--- src/hw/rtl/xbm_pkg.sv ---
// shared types and constants for the bitmap blitter
package xbm_pkg;

  // configuration register indexes
  localparam int unsigned CFG_INDEX_BITS = 3;
  localparam logic [CFG_INDEX_BITS-1:0] REG_ORIGIN_X      = 3'd0;
  localparam logic [CFG_INDEX_BITS-1:0] REG_ORIGIN_Y      = 3'd1;
  localparam logic [CFG_INDEX_BITS-1:0] REG_BITMAP_WIDTH  = 3'd2;
  localparam logic [CFG_INDEX_BITS-1:0] REG_BITMAP_HEIGHT = 3'd3;
  localparam logic [CFG_INDEX_BITS-1:0] REG_ROTATION_MODE = 3'd4;
  localparam logic [CFG_INDEX_BITS-1:0] REG_TRANSPARENT   = 3'd5;
  localparam logic [CFG_INDEX_BITS-1:0] REG_DRAW_COLOUR   = 3'd6;

  localparam int unsigned CFG_DATA_BITS = 8;
  localparam int unsigned PIXELS_PER_BYTE = 8;
  localparam int unsigned BIT_INDEX_BITS = 3;

  // rotation mode bits
  localparam int unsigned ROT_BIT = 0;
  localparam int unsigned MIR_BIT = 1;

  // job queue between decoder and pixel emitter
  localparam int unsigned QUEUE_DEPTH = 4;
  localparam int unsigned QUEUE_PTR_BITS = 2;
  localparam int unsigned QUEUE_COUNT_BITS = 3;

  // one decoded byte, coordinates travel beside it
  typedef struct packed {
    logic                       rot;
    logic                       done;
    logic [PIXELS_PER_BYTE-1:0] emit_mask;
    logic [PIXELS_PER_BYTE-1:0] colour_bits;
  } job_t;

endpackage

--- src/hw/rtl/xbm_front.sv ---
// decoder: configuration registers, row counters and per-byte job build
module xbm_front #(
  parameter int unsigned COORD_BITS = 16
) (
  input  logic                                clk,
  input  logic                                rst,
  input  logic                                cfg_we,
  input  logic [xbm_pkg::CFG_INDEX_BITS-1:0]  cfg_index,
  input  logic [xbm_pkg::CFG_DATA_BITS-1:0]   cfg_data,
  input  logic                                accept,
  input  logic [7:0]                          bitmap_byte,
  output logic                                job_push,
  output xbm_pkg::job_t                       job,
  output logic [COORD_BITS-1:0]               job_fixed,
  output logic [COORD_BITS-1:0]               job_move
);

  logic [7:0] origin_x;
  logic [7:0] origin_y;
  logic [7:0] bitmap_width;
  logic [7:0] bitmap_height;
  logic [1:0] rotation_mode;
  logic       transparent_zeros;
  logic       draw_colour;

  logic [7:0] row_index;
  logic [4:0] byte_in_row;

  logic                  rot;
  logic                  mir;
  logic [5:0]            row_bytes;
  logic                  row_end;
  logic                  done;
  logic                  byte_in_range;
  logic [7:0]            i_base;
  logic [7:0]            emit_mask;
  logic [COORD_BITS-1:0] bx;
  logic [COORD_BITS-1:0] by;
  logic [COORD_BITS-1:0] row_term;

  always_ff @(posedge clk) begin
    if (rst) begin
      origin_x          <= 8'd0;
      origin_y          <= 8'd0;
      bitmap_width      <= 8'd1;
      bitmap_height     <= 8'd1;
      rotation_mode     <= 2'd0;
      transparent_zeros <= 1'b0;
      draw_colour       <= 1'b1;
    end else if (cfg_we) begin
      case (cfg_index)
        xbm_pkg::REG_ORIGIN_X:      origin_x          <= cfg_data;
        xbm_pkg::REG_ORIGIN_Y:      origin_y          <= cfg_data;
        xbm_pkg::REG_BITMAP_WIDTH:  bitmap_width      <= cfg_data;
        xbm_pkg::REG_BITMAP_HEIGHT: bitmap_height     <= cfg_data;
        xbm_pkg::REG_ROTATION_MODE: rotation_mode     <= cfg_data[1:0];
        xbm_pkg::REG_TRANSPARENT:   transparent_zeros <= cfg_data[0];
        xbm_pkg::REG_DRAW_COLOUR:   draw_colour       <= cfg_data[0];
        default: ;
      endcase
    end
  end

  always_comb begin
    rot       = rotation_mode[xbm_pkg::ROT_BIT];
    mir       = rotation_mode[xbm_pkg::MIR_BIT];
    row_bytes = 6'((9'(bitmap_width) + 9'd7) >> 3);
    row_end   = (6'(byte_in_row) + 6'd1) >= row_bytes;
    done      = row_end && ((9'(row_index) + 9'd1) >= 9'(bitmap_height));
    byte_in_range = 6'(byte_in_row) < row_bytes;
    i_base    = {byte_in_row, 3'b000};

    bx = COORD_BITS'(origin_x);
    by = COORD_BITS'(origin_y);
    if (rot && !mir) begin
      bx = bx + COORD_BITS'(bitmap_width) + COORD_BITS'(1);
    end else if (mir && !rot) begin
      by = by + COORD_BITS'(bitmap_height) - COORD_BITS'(1);
    end

    row_term = COORD_BITS'(row_index);
    if (mir) begin
      if (rot) bx = bx + row_term;
      else     by = by - row_term;
    end else begin
      if (rot) bx = bx - row_term;
      else     by = by + row_term;
    end

    for (int b = 0; b < xbm_pkg::PIXELS_PER_BYTE; b++) begin
      emit_mask[b] = byte_in_range
                     && ({byte_in_row, xbm_pkg::BIT_INDEX_BITS'(b)} < bitmap_width)
                     && (bitmap_byte[b] || !transparent_zeros);
    end

    job.rot         = rot;
    job.done        = done;
    job.emit_mask   = emit_mask;
    // a set bit takes the draw colour, a clear bit its inverse
    job.colour_bits = bitmap_byte ^ {8{~draw_colour}};

    job_fixed = rot ? bx : by;
    job_move  = (rot ? by : bx) + COORD_BITS'(i_base);
    job_push  = accept && (emit_mask != 8'd0);
  end

  always_ff @(posedge clk) begin
    if (rst) begin
      row_index   <= 8'd0;
      byte_in_row <= 5'd0;
    end else if (accept) begin
      if (done) begin
        row_index   <= 8'd0;
        byte_in_row <= 5'd0;
      end else if (row_end) begin
        row_index   <= row_index + 8'd1;
        byte_in_row <= 5'd0;
      end else begin
        byte_in_row <= byte_in_row + 5'd1;
      end
    end
  end

endmodule

--- src/hw/rtl/xbm_job_queue.sv ---
// small first-in first-out queue of decoded byte jobs
module xbm_job_queue #(
  parameter int unsigned WIDTH = 1
) (
  input  logic             clk,
  input  logic             rst,
  input  logic             push_in,
  input  logic [WIDTH-1:0] data_in,
  output logic             full_out,
  input  logic             pop_in,
  output logic             valid_out,
  output logic [WIDTH-1:0] data_out
);

  logic [WIDTH-1:0]                       slots [xbm_pkg::QUEUE_DEPTH];
  logic [xbm_pkg::QUEUE_PTR_BITS-1:0]     head;
  logic [xbm_pkg::QUEUE_PTR_BITS-1:0]     tail;
  logic [xbm_pkg::QUEUE_COUNT_BITS-1:0]   count;
  logic                                   do_push;
  logic                                   do_pop;

  assign full_out  = count == xbm_pkg::QUEUE_COUNT_BITS'(xbm_pkg::QUEUE_DEPTH);
  assign valid_out = count != '0;
  assign data_out  = slots[head];
  assign do_push   = push_in && !full_out;
  assign do_pop    = pop_in && valid_out;

  always_ff @(posedge clk) begin
    if (do_push) begin
      slots[tail] <= data_in;
    end
  end

  always_ff @(posedge clk) begin
    if (rst) begin
      head  <= '0;
      tail  <= '0;
      count <= '0;
    end else begin
      if (do_push) tail <= tail + 1'b1;
      if (do_pop)  head <= head + 1'b1;
      case ({do_push, do_pop})
        2'b10:   count <= count + 1'b1;
        2'b01:   count <= count - 1'b1;
        default: ;
      endcase
    end
  end

`ifndef ASSERT_OFF
  a_count_bound: assert property (@(posedge clk) disable iff (rst)
    count <= xbm_pkg::QUEUE_COUNT_BITS'(xbm_pkg::QUEUE_DEPTH))
    else $error("job queue count past depth");

  a_no_push_full: assert property (@(posedge clk) disable iff (rst)
    !(push_in && full_out))
    else $error("job pushed into full queue");

  a_no_pop_empty: assert property (@(posedge clk) disable iff (rst)
    !(pop_in && !valid_out))
    else $error("job popped from empty queue");
`endif

endmodule

--- src/hw/rtl/xbm_back.sv ---
// pixel emitter: walks the emit mask of a job, one pixel write per cycle while the output is taken
module xbm_back #(
  parameter int unsigned COORD_BITS = 16
) (
  input  logic                  clk,
  input  logic                  rst,
  input  logic                  q_valid,
  input  xbm_pkg::job_t         q_job,
  input  logic [COORD_BITS-1:0] q_fixed,
  input  logic [COORD_BITS-1:0] q_move,
  output logic                  q_pop,
  output logic                  out_valid,
  input  logic                  out_take,
  output logic [COORD_BITS-1:0] pixel_x,
  output logic [COORD_BITS-1:0] pixel_y,
  output logic                  pixel_colour,
  output logic                  last_of_byte,
  output logic                  bitmap_done
);

  logic                  cur_valid;
  xbm_pkg::job_t         cur_job;
  logic [COORD_BITS-1:0] cur_fixed;
  logic [COORD_BITS-1:0] cur_move;

  logic                                 advance;
  logic                                 last;
  logic [xbm_pkg::BIT_INDEX_BITS-1:0]   bit_sel;
  logic [xbm_pkg::PIXELS_PER_BYTE-1:0]  mask_rest;
  logic [COORD_BITS-1:0]                along;

  always_comb begin
    bit_sel = '0;
    for (int b = xbm_pkg::PIXELS_PER_BYTE - 1; b >= 0; b--) begin
      if (cur_job.emit_mask[b]) bit_sel = xbm_pkg::BIT_INDEX_BITS'(b);
    end
    // drop the lowest set bit
    mask_rest = cur_job.emit_mask & (cur_job.emit_mask - 1'b1);
    last      = mask_rest == '0;
    along     = cur_move + COORD_BITS'(bit_sel);
    advance   = cur_valid && (!out_valid || out_take);
    q_pop     = q_valid && (!cur_valid || (advance && last));
  end

  always_ff @(posedge clk) begin
    if (rst) begin
      cur_valid <= 1'b0;
    end else if (q_pop) begin
      cur_valid <= 1'b1;
    end else if (advance && last) begin
      cur_valid <= 1'b0;
    end
  end

  always_ff @(posedge clk) begin
    if (q_pop) begin
      cur_job   <= q_job;
      cur_fixed <= q_fixed;
      cur_move  <= q_move;
    end else if (advance) begin
      cur_job.emit_mask <= mask_rest;
    end
  end

  // output register, holds the request until it is taken
  always_ff @(posedge clk) begin
    if (rst) begin
      out_valid <= 1'b0;
    end else if (advance) begin
      out_valid <= 1'b1;
    end else if (out_take) begin
      out_valid <= 1'b0;
    end
  end

  always_ff @(posedge clk) begin
    if (advance) begin
      pixel_x      <= cur_job.rot ? cur_fixed : along;
      pixel_y      <= cur_job.rot ? along : cur_fixed;
      pixel_colour <= cur_job.colour_bits[bit_sel];
      last_of_byte <= last;
      bitmap_done  <= cur_job.done;
    end
  end

`ifndef ASSERT_OFF
  a_job_has_pixels: assert property (@(posedge clk) disable iff (rst)
    cur_valid |-> (cur_job.emit_mask != '0))
    else $error("active job with empty emit mask");

  a_load_only_when_free: assert property (@(posedge clk) disable iff (rst)
    (q_pop && cur_valid) |-> (advance && last))
    else $error("job loaded over unfinished job");
`endif

endmodule

--- src/hw/rtl/xbm_bitmap_blit_rotate_core.sv ---
// Bitmap blitter top level. Bytes of a 1-bit bitmap go in row order through
// push/full, one byte per cycle while full is low; a decoder turns each byte
// into a job (base coordinates, colour per bit, mask of pixels to write) and
// steps the row counters, and a four-entry job queue feeds the pixel emitter,
// which gives one pixel write per cycle while pop keeps up, through an output
// register read with empty/pop. A byte that writes n pixels (at most eight)
// holds the emitter for all n writes, so the single pixel write port sets the
// sustained byte rate; bytes that write nothing never reach the queue. A
// byte's first write passes the job queue, the emitter's job register and
// the output register. The user writes configuration only while the block
// is idle, through cfg_we/cfg_index/cfg_data; the block does not enforce it.
module xbm_bitmap_blit_rotate_core #(
  parameter int unsigned COORD_BITS = 16
) (
  input  logic                                clk,
  input  logic                                rst,
  input  logic                                cfg_we,
  input  logic [xbm_pkg::CFG_INDEX_BITS-1:0]  cfg_index,
  input  logic [xbm_pkg::CFG_DATA_BITS-1:0]   cfg_data,
  input  logic                                push,
  output logic                                full,
  input  logic [7:0]                          bitmap_byte,
  output logic                                empty,
  input  logic                                pop,
  output logic [COORD_BITS-1:0]               pixel_x,
  output logic [COORD_BITS-1:0]               pixel_y,
  output logic                                pixel_colour,
  output logic                                last_of_byte,
  output logic                                bitmap_done
);

  localparam int unsigned QUEUE_WIDTH = $bits(xbm_pkg::job_t) + 2 * COORD_BITS;

  logic                   accept;
  logic                   job_push;
  xbm_pkg::job_t          job;
  logic [COORD_BITS-1:0]  job_fixed;
  logic [COORD_BITS-1:0]  job_move;
  logic                   q_full;
  logic                   q_valid;
  logic                   q_pop;
  logic [QUEUE_WIDTH-1:0] q_data;
  xbm_pkg::job_t          q_job;
  logic [COORD_BITS-1:0]  q_fixed;
  logic [COORD_BITS-1:0]  q_move;
  logic                   out_valid;

  assign full   = q_full;
  assign accept = push && !q_full;
  assign empty  = !out_valid;
  assign {q_job, q_fixed, q_move} = q_data;

  xbm_front #(
    .COORD_BITS(COORD_BITS)
  ) u_front (
    .clk        (clk),
    .rst        (rst),
    .cfg_we     (cfg_we),
    .cfg_index  (cfg_index),
    .cfg_data   (cfg_data),
    .accept     (accept),
    .bitmap_byte(bitmap_byte),
    .job_push   (job_push),
    .job        (job),
    .job_fixed  (job_fixed),
    .job_move   (job_move)
  );

  xbm_job_queue #(
    .WIDTH(QUEUE_WIDTH)
  ) u_queue (
    .clk      (clk),
    .rst      (rst),
    .push_in  (job_push),
    .data_in  ({job, job_fixed, job_move}),
    .full_out (q_full),
    .pop_in   (q_pop),
    .valid_out(q_valid),
    .data_out (q_data)
  );

  xbm_back #(
    .COORD_BITS(COORD_BITS)
  ) u_back (
    .clk         (clk),
    .rst         (rst),
    .q_valid     (q_valid),
    .q_job       (q_job),
    .q_fixed     (q_fixed),
    .q_move      (q_move),
    .q_pop       (q_pop),
    .out_valid   (out_valid),
    .out_take    (pop),
    .pixel_x     (pixel_x),
    .pixel_y     (pixel_y),
    .pixel_colour(pixel_colour),
    .last_of_byte(last_of_byte),
    .bitmap_done (bitmap_done)
  );

endmodule

--- config.mk ---
export PLATFORM = sky130hd
export DESIGN_NAME = xbm_bitmap_blit_rotate_core
export DESIGN_NICKNAME = d
export VERILOG_FILES = /design/src/hw/rtl/xbm_pkg.sv /design/src/hw/rtl/xbm_front.sv /design/src/hw/rtl/xbm_job_queue.sv /design/src/hw/rtl/xbm_back.sv /design/src/hw/rtl/xbm_bitmap_blit_rotate_core.sv
export SDC_FILE = /design/constraint.sdc
export NUM_CORES = 1
export LEC_CHECK = 0
export ABC_CLOCK_PERIOD_IN_PS = 5600
export BUFFER_PORTS_ARGS = -buffer_cell sky130_fd_sc_hd__buf_2
export CORE_MARGIN = 4
export CORE_UTILIZATION = 50
export CTS_CLUSTER_DIAMETER = 60
export CTS_CLUSTER_SIZE = 28
export DETAILED_ROUTE_END_ITERATION = 8
export GPL_ROUTABILITY_DRIVEN = 0
export PLACE_DENSITY = 0.64
export SYNTH_ARGS = -nofsm -noshare
export SYNTH_HDL_FRONTEND = slang
export SYNTH_SLANG_ARGS = --single-unit
--- constraint.sdc ---
create_clock -name clk -period 5.6 [get_ports clk]
set_input_delay 1.4 -clock clk [delete_from_list [all_inputs] [get_ports clk]]
set_output_delay 1.4 -clock clk [all_outputs]
set_load 0.005 [all_outputs]
==> results.md <==
Run status:
- The run finished with clean final reports.

Clock network:
- Once the clock tree was built, the setup fixing pass inserted 0 buffers.
- The source-to-sink clock delay at the later pin of the worst-skew pair is between 500 and 600 ps.
- The clock sink count is 345.
- Clock tree synthesis selected as its root buffer the cell clkbuf_16.
- No sink is reached through more buffers than the 3 on the longest clock path.
- TritonCTS built the clock tree.
- The count of hold buffers inserted by post-cts repair is 0.
- The count of instances resized after the clock tree is built is 0.
- The clock-pin slew of the registers on the worst-case setup and hold paths is 80 ps.
- The clock buffer count from CTS is 29.
- The count of H-tree levels built during CTS is 1.

Setup path:
- The startpoint identified for the worst register-to-register timing path is u_front.origin_y[0]$_SDFFE_PP0P_.
- The end of the worst register-to-register path is u_queue.slots[2][24]$_DFFE_PP_.
- The data arrival at the endpoint of the critical path is 4970 ps.
- STA classifies the critical path endpoint as a flop.
- The worst setup path is of the reg -> reg kind.
- Data on the critical path is required at its endpoint by between 5000 and 6000 ps.
- Across all register-to-register paths, the minimum setup slack is 990 ps.
- The peak fanout along the critical path is 7.
- STA classifies the critical path startpoint as a flop.
- The number of cells on the worst reg-to-reg path is 16.

Placed design:
- Including well taps, the total number of placed cells is 1835.
- The count of buffers added on input and output ports is 60.
- Detailed placement ended at an HPWL of 25.1 mm.

Routing:
- The detailed router finished its first iteration with 665 violations.
- For this run, design rule violations remaining after detail routing come to 0.
- The detailed-route vias per instance is 5.61.
- Before antenna repair, the detailed router went through 5 iterations.
- The final layout contains routed wiring with a total length of ~36 mm.
- The via count is 10600.
- The detail route stage leaves a number of antenna-violating nets equal to 0.
- The wire length per cell is approximately 19 um.

Layout:
- Fill cells in the final layout number 2834.
- Relative to the synthesized area, the layout overhead comes to 11.5%.
- For this run, the number of standard cells in the final layout without fillers is between 1500 and 2000.
- In the final design database the tool counted ~1500 nets.
- The fraction of layout cells with a size suffix above 1 is 0.164.
- The antenna diode count is 0.
- At the end of the flow the core is filled with cells to 0.569.

Global route:
- In the global route stage, overall resource usage came out at 0.191.
- The number of antenna violations at the first check in global routing is 0.
- The largest net degree at the start of global routing is 51.
- The via count of the first global-routing pass came to 10600.
- The wire length of the first global-routing pass is a little under 60 mm.
- The total overflow left after global routing is 0.

Synthesis:
- Counting distinct cell types in the post-synthesis netlist gives 74.
- After synthesis the cells add up to 0.0172 mm2.
- The fraction of the mapped netlist area in simple logic gates is 0.0928.
- Yosys printed 0 warnings.
- The number of storage elements in the synthesis netlist is 345.
- The compound-gate portion of the synthesized area is 0.0889.
- The fraction of synthesis flops using an asynchronous set or reset pin is 0.
- The synthesized instance count is 1329.
- For this run, the register share of the synthesized area comes to 0.568.
- The largest family of logic cells by synthesized area is multiplexers.
- The mean area per synthesized cell is about 13 um2.
- The number of enable-type register cells in the synthesized netlist is 285.
- The adder-cell share of the synthesized area is 0.0773.
- The xor/xnor share of the synthesized area is 0.0416.
- Among all flip-flop cells after synthesis, the most frequent one is edfxtp_1.
- Of the post-synthesis cell area, the part taken by muxes is 0.103.

Hold path:
- The startpoint of the lowest-slack hold path is u_back.cur_job[16]$_DFFE_PP_.
- The worst hold path was traced through 0 stages.
- The classification of the worst-slack hold path is reg -> reg.
- The path with the worst hold slack has its endpoint at u_back.bitmap_done$_DFFE_PP_.

STA:
- The final critical-path required period is 4610 ps.
- The pin slew with the least headroom to its limit is 1050 ps.
- The final number of max-transition violations is 0.
- Setup repair after global routing left no endpoint under its margin.
- The highest achievable clock rate is 217 MHz.
- Measured against its own limit, the worst slew margin works out to 0.281.
- Setup violations remaining at the end of the flow were counted as 0.
- The hold violation count in the final report came to 0.
- The share of the clock period used by the worst path after layout is 0.823.
- The total negative setup slack is 0 ps.
- The setup skew after layout is roughly 19 ps.

Power:
- Summing internal, switching and leakage power gives 8230 uW.
- For this design the ratio of total power to cell area is 430 mW/mm2.
- VDD sags by at most 0.306 mV.
- The analysis attributes to cell leakage a power of between 0.007 and 0.008 uW.

Die:
- The overall die height is 193 um.
- The number of placement rows is 67.
- For this configuration, the core starts out at a cell density of 0.510.
- The die is 193 um wide.
- The area of the placeable core is 0.0337 mm2.
- The die covers 0.0374 mm2.
- The number of I/O pins is 61.

Job:
- The number of maximum-capacitance constraint violations is 0.
worst max path at each step:
| stage | startpoint | endpoint | slack [ps] | cells after the start |
|---|---|---|---|---|
| 2_1_floorplan | u_front.bitmap_width[1]$_SDFFE_PP0P_ | u_queue.slots[0][0]$_DFFE_PP_ | 520 | 12 |
| 3_3_place_gp | u_front.origin_y[0]$_SDFFE_PP0P_ | u_queue.slots[0][24]$_DFFE_PP_ | 1220 | 16 |
| 3_5_place_dp | u_front.origin_y[0]$_SDFFE_PP0P_ | u_queue.slots[0][24]$_DFFE_PP_ | 1100 | 16 |
| 4_1_cts | u_front.origin_y[0]$_SDFFE_PP0P_ | u_queue.slots[2][24]$_DFFE_PP_ | 1060 | 16 |
| 5_1_grt | u_front.origin_y[0]$_SDFFE_PP0P_ | u_queue.slots[2][24]$_DFFE_PP_ | 730 | 16 |
| 6_report | u_front.origin_y[0]$_SDFFE_PP0P_ | u_queue.slots[2][24]$_DFFE_PP_ | 990 | 16 |
where the power goes:
group	internal [uW]	switching, uW	total [uW]
Combinational	955	1220	2180
Sequential	3620	269	3890
Clock	1170	998	2170
Total	5740	2490	8230
cell type report:
| cell class | instances | area (um2) | area share |
|---|---|---|---|
| inverter | 83 | 312 | 0.0163 |
| multi-input combinational | 885 | 7080 | 0.369 |
| timing repair buffer | 74 | 405 | 0.0212 |
| clock buffer | 31 | 754 | 0.0394 |
| clock inverter | 21 | 288 | 0.0150 |
| tap | 448 | 561 | 0.0292 |
| sequential | 345 | 9760 | 0.509 |
metrics by stage:
step / hold slack [ps] / setup WS [ps] / area [um2]
6_report: 426 / 994 / 19200
5_1_grt: 457 / 733 / 19200
4_1_cts: 428 / 1060 / 19200
3_5_place_dp: 410 / 1100 / 18100
3_3_place_gp: 402 / 1220 / 18100
2_1_floorplan: 400 / 516 / 17300
cell usage after synthesis, types with 5 or more instances:
cell type	n	area [um2]
a21o_1	20	150
inv_1	82	308
nor2b_1	20	125
nand2b_1	25	156
and2_1	7	43.8
o31ai_1	7	52.6
o22ai_1	7	43.8
nor3_1	20	100
nand2_1	113	424
o211ai_1	7	52.6
fa_1	9	180
o21ai_1	5	25.0
nor2_1	58	218
nand3_1	29	145
nor3b_1	9	67.6
or3_1	6	37.5
dfxtp_1	60	1200
ha_1	91	1140
a21oi_1	81	405
mux2_2	39	439
o21bai_1	9	67.6
xor2_1	28	245
o21a_1	10	75.1
xnor2_1	51	447
clkbuf_1	31	116
mux2i_1	19	190
and3_1	10	62.6
or2_2	5	31.3
nand3b_1	5	37.5
mux4_2	51	1150
buf_1	11	41.3
o21ai_0	53	265
edfxtp_1	285	8560
cell families (layout without fill, tap and decap cells):
| logic type | after synthesis | in the layout |
|---|---|---|
| flip-flops | 345 | 345 |
| AND/OR/NAND/NOR | 324 | 324 |
| AO/OA/AOI/OAI | 243 | 243 |
| buffers and inverters | 126 | 209 |
| multiplexers | 109 | 109 |
| adder cells (fa/ha/maj) | 101 | 101 |
| XOR/XNOR | 80 | 80 |
| other | 1 | 28 |
worst max-delay path, stage by stage (launching register included):
cell and delay [ps]:
dfxtp_1 400, ha_1 210, inv_1 60, fa_1 390, nor2b_1 170, o22ai_1 110, xnor2_1 200, or4_4 590
a31oi_1 270, ha_1 350, nand3_1 130, o211ai_1 120, o41ai_1 560, xnor2_1 180, xnor2_1 160, and2_1 170
o32ai_2 310
state kept, by name, summed over array words and instances (netlist names), 2 cells and up, named ones only:
name	cells
u_back.cur_fixed	16
u_back.cur_job	18
u_back.cur_move	16
u_back.pixel_x	16
u_back.pixel_y	16
u_front.bitmap_height	8
u_front.bitmap_width	8
u_front.byte_in_row	5
u_front.origin_x	8
u_front.origin_y	8
u_front.rotation_mode	2
u_front.row_index	8
u_queue.count	3
u_queue.head	2
u_queue.slots	200
u_queue.tail	2
per-layer routing:
metal  wire length, um  track usage  vias up
met5                 0            0        -
met4               750       0.0399        0
met3              1410       0.0219       43
met2             17100        0.317      265
met1             16900        0.277     5206
li1                  -            -     5074
cell usage in the layout (no fill, tap or decap), drive strengths merged, types with 4 or more instances in the layout:
cell type | netlist | final
clkbuf | 31 | 31
o21bai | 9 | 9
inv | 83 | 92
clkinv | 0 | 9
nor3b | 9 | 9
o22ai | 7 | 7
o21ai | 58 | 58
nor2b | 20 | 20
o31ai | 7 | 7
xnor2 | 51 | 51
and2 | 7 | 7
edfxtp | 285 | 285
buf | 12 | 74
mux2 | 39 | 39
nor2 | 58 | 58
nand2b | 25 | 25
o311ai | 4 | 4
a21o | 20 | 20
conb | 1 | 28
o211ai | 9 | 9
nand2 | 113 | 113
nand3 | 29 | 29
nor3 | 22 | 22
fa | 9 | 9
and3 | 10 | 10
o21a | 10 | 10
xor2 | 28 | 28
ha | 91 | 91
mux4 | 51 | 51
or3 | 7 | 7
mux2i | 19 | 19
a21oi | 81 | 81
dfxtp | 60 | 60
or2 | 7 | 7
nand3b | 5 | 5
(Power assumes the default switching activity.)
